### src/design/u51bt_pkg.sv
// ----------------------------------------------------------------------------
// u51bt_pkg
// Shared types, codes and constants for the 8051 serial port timing model.
// ----------------------------------------------------------------------------
package u51bt_pkg;

  // accumulator width for clock and timer-overflow counts
  localparam int ACC_WIDTH = 16;

  // divide by 12 is done as (acc >> 2) / 3 with a reciprocal multiply
  localparam int Q3_W     = ACC_WIDTH - 2;
  localparam int Q3_SHIFT = Q3_W + 1;
  localparam longint unsigned Q3_MUL_FULL = ((64'd1 << Q3_SHIFT) + 64'd2) / 64'd3;
  localparam logic [Q3_W-1:0] Q3_MUL = Q3_MUL_FULL[Q3_W-1:0];

  localparam logic [ACC_WIDTH-1:0] ACC_MAX  = {ACC_WIDTH{1'b1}};
  localparam logic [5:0]           BITS_MAX = 6'd63;

  // bit-time divisors
  localparam logic [5:0] DIV_12 = 6'd12;
  localparam logic [5:0] DIV_16 = 6'd16;
  localparam logic [5:0] DIV_32 = 6'd32;

  // frame lengths
  localparam logic [3:0] FRAME_8  = 4'd8;
  localparam logic [3:0] FRAME_10 = 4'd10;
  localparam logic [3:0] FRAME_11 = 4'd11;

  // serial modes
  localparam logic [1:0] MODE_0 = 2'd0;
  localparam logic [1:0] MODE_1 = 2'd1;

  // SCON / PCON / T2CON bit positions
  localparam int SCON_RI_BIT  = 0;
  localparam int SCON_TI_BIT  = 1;
  localparam int SCON_REN_BIT = 4;
  localparam int PCON_SMOD_BIT = 7;
  localparam logic [7:0] T2_CLK_MASK = 8'h30;

  typedef enum logic [2:0] {
    KIND_TICK      = 3'd0,
    KIND_WRITE     = 3'd1,
    KIND_READ      = 3'd2,
    KIND_T1_OVF    = 3'd3,
    KIND_T2_OVF    = 3'd4,
    KIND_T2_MODE   = 3'd5
  } kind_t;

  typedef enum logic [1:0] {
    SEL_SBUF     = 2'd0,
    SEL_SCON     = 2'd1,
    SEL_PCON     = 2'd2,
    SEL_SCON_BIT = 2'd3
  } reg_sel_t;

  // config register index
  localparam logic CFG_CLOCKS_PER_CYCLE = 1'b0;

  typedef struct packed {
    logic [7:0] rdata;
    logic       tx_valid;
    logic [7:0] tx_byte;
    logic       ti_flag;
    logic       ri_flag;
  } result_t;

  function automatic logic [ACC_WIDTH-1:0] sat_add(input logic [ACC_WIDTH-1:0] a,
                                                   input logic [ACC_WIDTH-1:0] b);
    logic [ACC_WIDTH:0] s;
    s = {1'b0, a} + {1'b0, b};
    return s[ACC_WIDTH] ? ACC_MAX : s[ACC_WIDTH-1:0];
  endfunction

endpackage

### src/design/u51bt_bit_conv.sv
// ----------------------------------------------------------------------------
// u51bt_bit_conv
// Turns an accumulated count into whole bit times: adds acc / divisor to a
// saturating bit counter and leaves acc % divisor. Divisor is 12, 16 or 32.
// ----------------------------------------------------------------------------
module u51bt_bit_conv (
  input  logic [u51bt_pkg::ACC_WIDTH-1:0] acc,
  input  logic [5:0]                      bits,
  input  logic [5:0]                      divisor,
  output logic [u51bt_pkg::ACC_WIDTH-1:0] acc_rem,
  output logic [5:0]                      bits_sum
);
  import u51bt_pkg::*;

  logic [Q3_W-1:0]      quarter;
  logic [2*Q3_W-1:0]    prod;
  logic [ACC_WIDTH-1:0] q12;
  logic [ACC_WIDTH-1:0] quot;
  logic [ACC_WIDTH:0]   sum;

  assign quarter = acc[ACC_WIDTH-1:2];
  assign prod    = {{Q3_W{1'b0}}, quarter} * {{Q3_W{1'b0}}, Q3_MUL};
  assign q12     = ACC_WIDTH'(prod >> Q3_SHIFT);

  always_comb begin
    unique case (divisor)
      DIV_16: begin
        quot    = acc >> 4;
        acc_rem = {{(ACC_WIDTH-4){1'b0}}, acc[3:0]};
      end
      DIV_32: begin
        quot    = acc >> 5;
        acc_rem = {{(ACC_WIDTH-5){1'b0}}, acc[4:0]};
      end
      default: begin
        quot    = q12;
        acc_rem = acc - (q12 << 3) - (q12 << 2);
      end
    endcase
  end

  assign sum      = (ACC_WIDTH+1)'(bits) + {1'b0, quot};
  assign bits_sum = (sum > (ACC_WIDTH+1)'(BITS_MAX)) ? BITS_MAX : sum[5:0];

endmodule

### config.mk
export PLATFORM = sky130hd
export DESIGN_NAME = u51bt_bit_conv
export DESIGN_NICKNAME = d
export VERILOG_FILES = /design/src/design/u51bt_pkg.sv /design/src/design/u51bt_bit_conv.sv
export SDC_FILE = /design/constraint.sdc
export NUM_CORES = 1
export LEC_CHECK = 0
export BUFFER_PORTS_ARGS = -buffer_cell sky130_fd_sc_hd__buf_4
export CORE_MARGIN = 2
export CORE_UTILIZATION = 58
export DETAILED_ROUTE_END_ITERATION = 16
export GPL_TIMING_DRIVEN = 0
export PLACE_DENSITY = 0.8
export SYNTH_ARGS = -nofsm -noshare
export SYNTH_HDL_FRONTEND = slang
export SYNTH_SLANG_ARGS = --single-unit
### constraint.sdc
create_clock -name vclk -period 23.6
set_input_delay 2.36 -clock vclk [all_inputs]
set_output_delay 2.36 -clock vclk [all_outputs]
set_load 0.05 [all_outputs]
==> flow_results.xml <==
<?xml version="1.0" encoding="UTF-8"?>
<metrics>
  <group name="worst_setup_path">
    <metric name="startpoint_type" unit="">primary input</metric>
    <metric name="critical_path_peak_fanout" unit="">7</metric>
    <metric name="crit_slowest_cell" unit="">sky130_fd_sc_hd__fa_1</metric>
    <metric name="worst_path_most_repeated_cell" unit="">sky130_fd_sc_hd__fa_1</metric>
    <metric name="slowest_delay" unit="ns">0.56</metric>
    <metric name="crit_type" unit="">in -&gt; out</metric>
    <metric name="worst_ep_required_time" unit="ns">21.24</metric>
    <metric name="critPathCaptureType" unit="">primary output</metric>
    <metric name="critPathArrivalTime" unit="ns">10.49</metric>
  </group>
  <group name="layout">
    <metric name="layout.cells.most_common" unit="">sky130_fd_sc_hd__inv_1</metric>
    <metric name="numSequentialCells" unit="">0</metric>
    <metric name="proportion_of_layout_cells_with_a_drive_suffix_above_1" unit="%">13.4</metric>
    <metric name="layout.nets" unit="">804</metric>
    <metric name="final_cell_mix" unit="">sky130_fd_sc_hd__inv_1, sky130_fd_sc_hd__ha_1, sky130_fd_sc_hd__fa_1, sky130_fd_sc_hd__buf_4, sky130_fd_sc_hd__nor2_1</metric>
    <metric name="multi_input_comb_area" unit="um2">4330</metric>
    <metric name="n_clock_buffer" unit="">0</metric>
    <metric name="layoutNonFillerInstCount" unit="">694</metric>
    <metric name="areaGrowthSynthToFinish" unit="%">10.5</metric>
    <metric name="layout.filler_cells" unit="">663</metric>
    <metric name="layout.core_utilization" unit="%">65.7</metric>
    <metric name="ff_latch_area" unit="um2">0</metric>
    <metric name="antennaDiodeCount" unit="">0</metric>
  </group>
  <group name="die">
    <metric name="floorplan.initialDensity" unit="%">59.5</metric>
    <metric name="die_h" unit="um">95.4</metric>
    <metric name="die_x" unit="um">95.4</metric>
    <metric name="dieArea" unit="um2">9090</metric>
    <metric name="placementRows" unit="">33</metric>
    <metric name="ioPinCount" unit="">50</metric>
    <metric name="coreArea" unit="um2">8130</metric>
  </group>
  <group name="routing">
    <metric name="detail_route.vias_per_cell" unit="">5.69</metric>
    <metric name="drc_errors" unit="">0</metric>
    <metric name="wl_per_cell" unit="um">15.9</metric>
    <metric name="wirelength" unit="um">11000</metric>
    <metric name="postRouteAntennaNets" unit="">0</metric>
    <metric name="drt_first_iter_violations" unit="">157</metric>
    <metric name="detail_route.first_pass.iterations" unit="">4</metric>
    <metric name="dr_total_vias" unit="">3946</metric>
  </group>
  <group name="clocking">
    <metric name="cts.repair.resized" unit="">0</metric>
    <metric name="cts.hold.buffers_added" unit="">0</metric>
    <metric name="cts_setup_buffers" unit="">0</metric>
  </group>
  <group name="run_status">
    <metric name="status" unit="">completed</metric>
  </group>
  <group name="logic_synthesis">
    <metric name="ys.warnings.count" unit="">0</metric>
    <metric name="synth_sequential_area_ratio" unit="%">0</metric>
    <metric name="synth_area" unit="um2">4840</metric>
    <metric name="postSynthNetCount" unit="">752</metric>
    <metric name="post_synth_num_cell_types" unit="">64</metric>
    <metric name="syn_inst" unit="">539</metric>
    <metric name="synth.avg_cell_area" unit="um2">8.98</metric>
  </group>
  <group name="grt">
    <metric name="grt_first_pass_wirelength" unit="um">18800</metric>
    <metric name="global_route.overflow_total" unit="">0</metric>
    <metric name="vias_in_the_first_global_route" unit="">4154</metric>
    <metric name="grt_use_total" unit="%">26.3</metric>
    <metric name="pin_count_of_the_biggest_net_entering_global_routing" unit="">11</metric>
    <metric name="initial_antenna_violation_count" unit="">0</metric>
  </group>
  <group name="placement">
    <metric name="placedCellCount" unit="">694</metric>
    <metric name="portBuffers" unit="">50</metric>
    <metric name="dp.final_hpwl" unit="um">10100</metric>
    <metric name="finalWeightedCongestion" unit="">0.911</metric>
  </group>
  <group name="timing">
    <metric name="timing_hold_violations_final" unit="">0</metric>
    <metric name="grt_setup_unrepaired" unit="">no</metric>
    <metric name="sum_neg_setup_slack" unit="ns">0</metric>
    <metric name="post-route-min-period" unit="ns">12.85</metric>
    <metric name="tightest_slew" unit="ns">0.862</metric>
    <metric name="worst_slew_margin_rel" unit="%">42.0</metric>
    <metric name="timing.final.max_slew_violations" unit="">0</metric>
    <metric name="fmax" unit="MHz">77.8</metric>
    <metric name="post-route-period-util" unit="%">54.5</metric>
    <metric name="endpoints_failing_setup" unit="">0</metric>
  </group>
  <group name="flow_run">
    <metric name="timing.max_cap.violations" unit="">0</metric>
  </group>
  <group name="worst_hold_path">
    <metric name="worstHoldPathType" unit="">in -&gt; out</metric>
  </group>
</metrics>
[kinds of logic (layout without fill, tap and decap cells)]
family / after synthesis / count (layout) / share of synthesized area [%]
compound gates: 94 / 94 / 14.4
xor+xnor: 26 / 26 / 4.99
fa+ha+maj: 185 / 185 / 58.5
buf+inv: 133 / 183 / 10.5
mux: 1 / 1 / 0.310
simple gates: 100 / 100 / 11.3
[Yosys cell counts, types with 7 or more instances]
master	n	share of area [%]
sky130_fd_sc_hd__a22oi_1	7	1.1
sky130_fd_sc_hd__nor2_1	23	1.8
sky130_fd_sc_hd__ha_1	116	30
sky130_fd_sc_hd__nand4_1	10	1.3
sky130_fd_sc_hd__nand2_1	18	1.4
sky130_fd_sc_hd__a21oi_1	15	1.6
sky130_fd_sc_hd__fa_1	69	29
sky130_fd_sc_hd__xor2_1	9	1.6
sky130_fd_sc_hd__nor3_1	11	1.1
sky130_fd_sc_hd__o21ai_0	20	2.1
sky130_fd_sc_hd__a21o_1	9	1.4
sky130_fd_sc_hd__inv_1	129	10
sky130_fd_sc_hd__xnor2_1	16	2.9
[stage by stage]
stage | setup slack, ns | cell area (um2) | hold WS [ns]
after floorplan | 11.22 | 4840 | 5.03
after global placement | 10.83 | 5350 | 5.10
after detailed placement | 10.76 | 5350 | 5.11
after CTS | 10.72 | 5350 | 5.11
after global routing | 10.44 | 5350 | 5.14
final | 10.75 | 5350 | 5.12
[path summary, 6_finish.rpt]
path                   start           to  slack, ns  depth (start not counted)
worst max-delay path  acc[8]  acc_rem[15]      10.75                         31
worst min-delay path  acc[1]   acc_rem[1]       5.12                          4
[final cells by class]
class / instances / share of cell area [%]
timing repair buffer: 50 / 7.02
tap: 105 / 2.46
buffer: 4 / 0.421
inverter: 129 / 9.05
multi-input combinational: 406 / 81.0
[layer usage]
metal | routed length, um | share of wire (%) | up-vias | global-route usage (%)
li1 | - | - | 1908 | -
met1 | 4720 | 43 | 1913 | 34.6
met2 | 5430 | 49 | 105 | 46.9
met3 | 604 | 5.5 | 20 | 2.45
met4 | 260 | 2.4 | 0 | 5.92
met5 | 0 | 0 | - | 0
[worst max-delay path: cells and delay by family]
| kind | cells | cell delay, ns |
|---|---|---|
| AOI/OAI and AO/OA | 6 | 1.45 |
| xor gates and xnor gates | 2 | 0.65 |
| adders and majority gates | 9 | 3.95 |
| buffers and inverters | 6 | 0.56 |
| and+or+nand+nor | 8 | 1.50 |
Power is not shown: default switching activity piles up to over one toggle a cycle in this logic, so the estimate is an artifact.
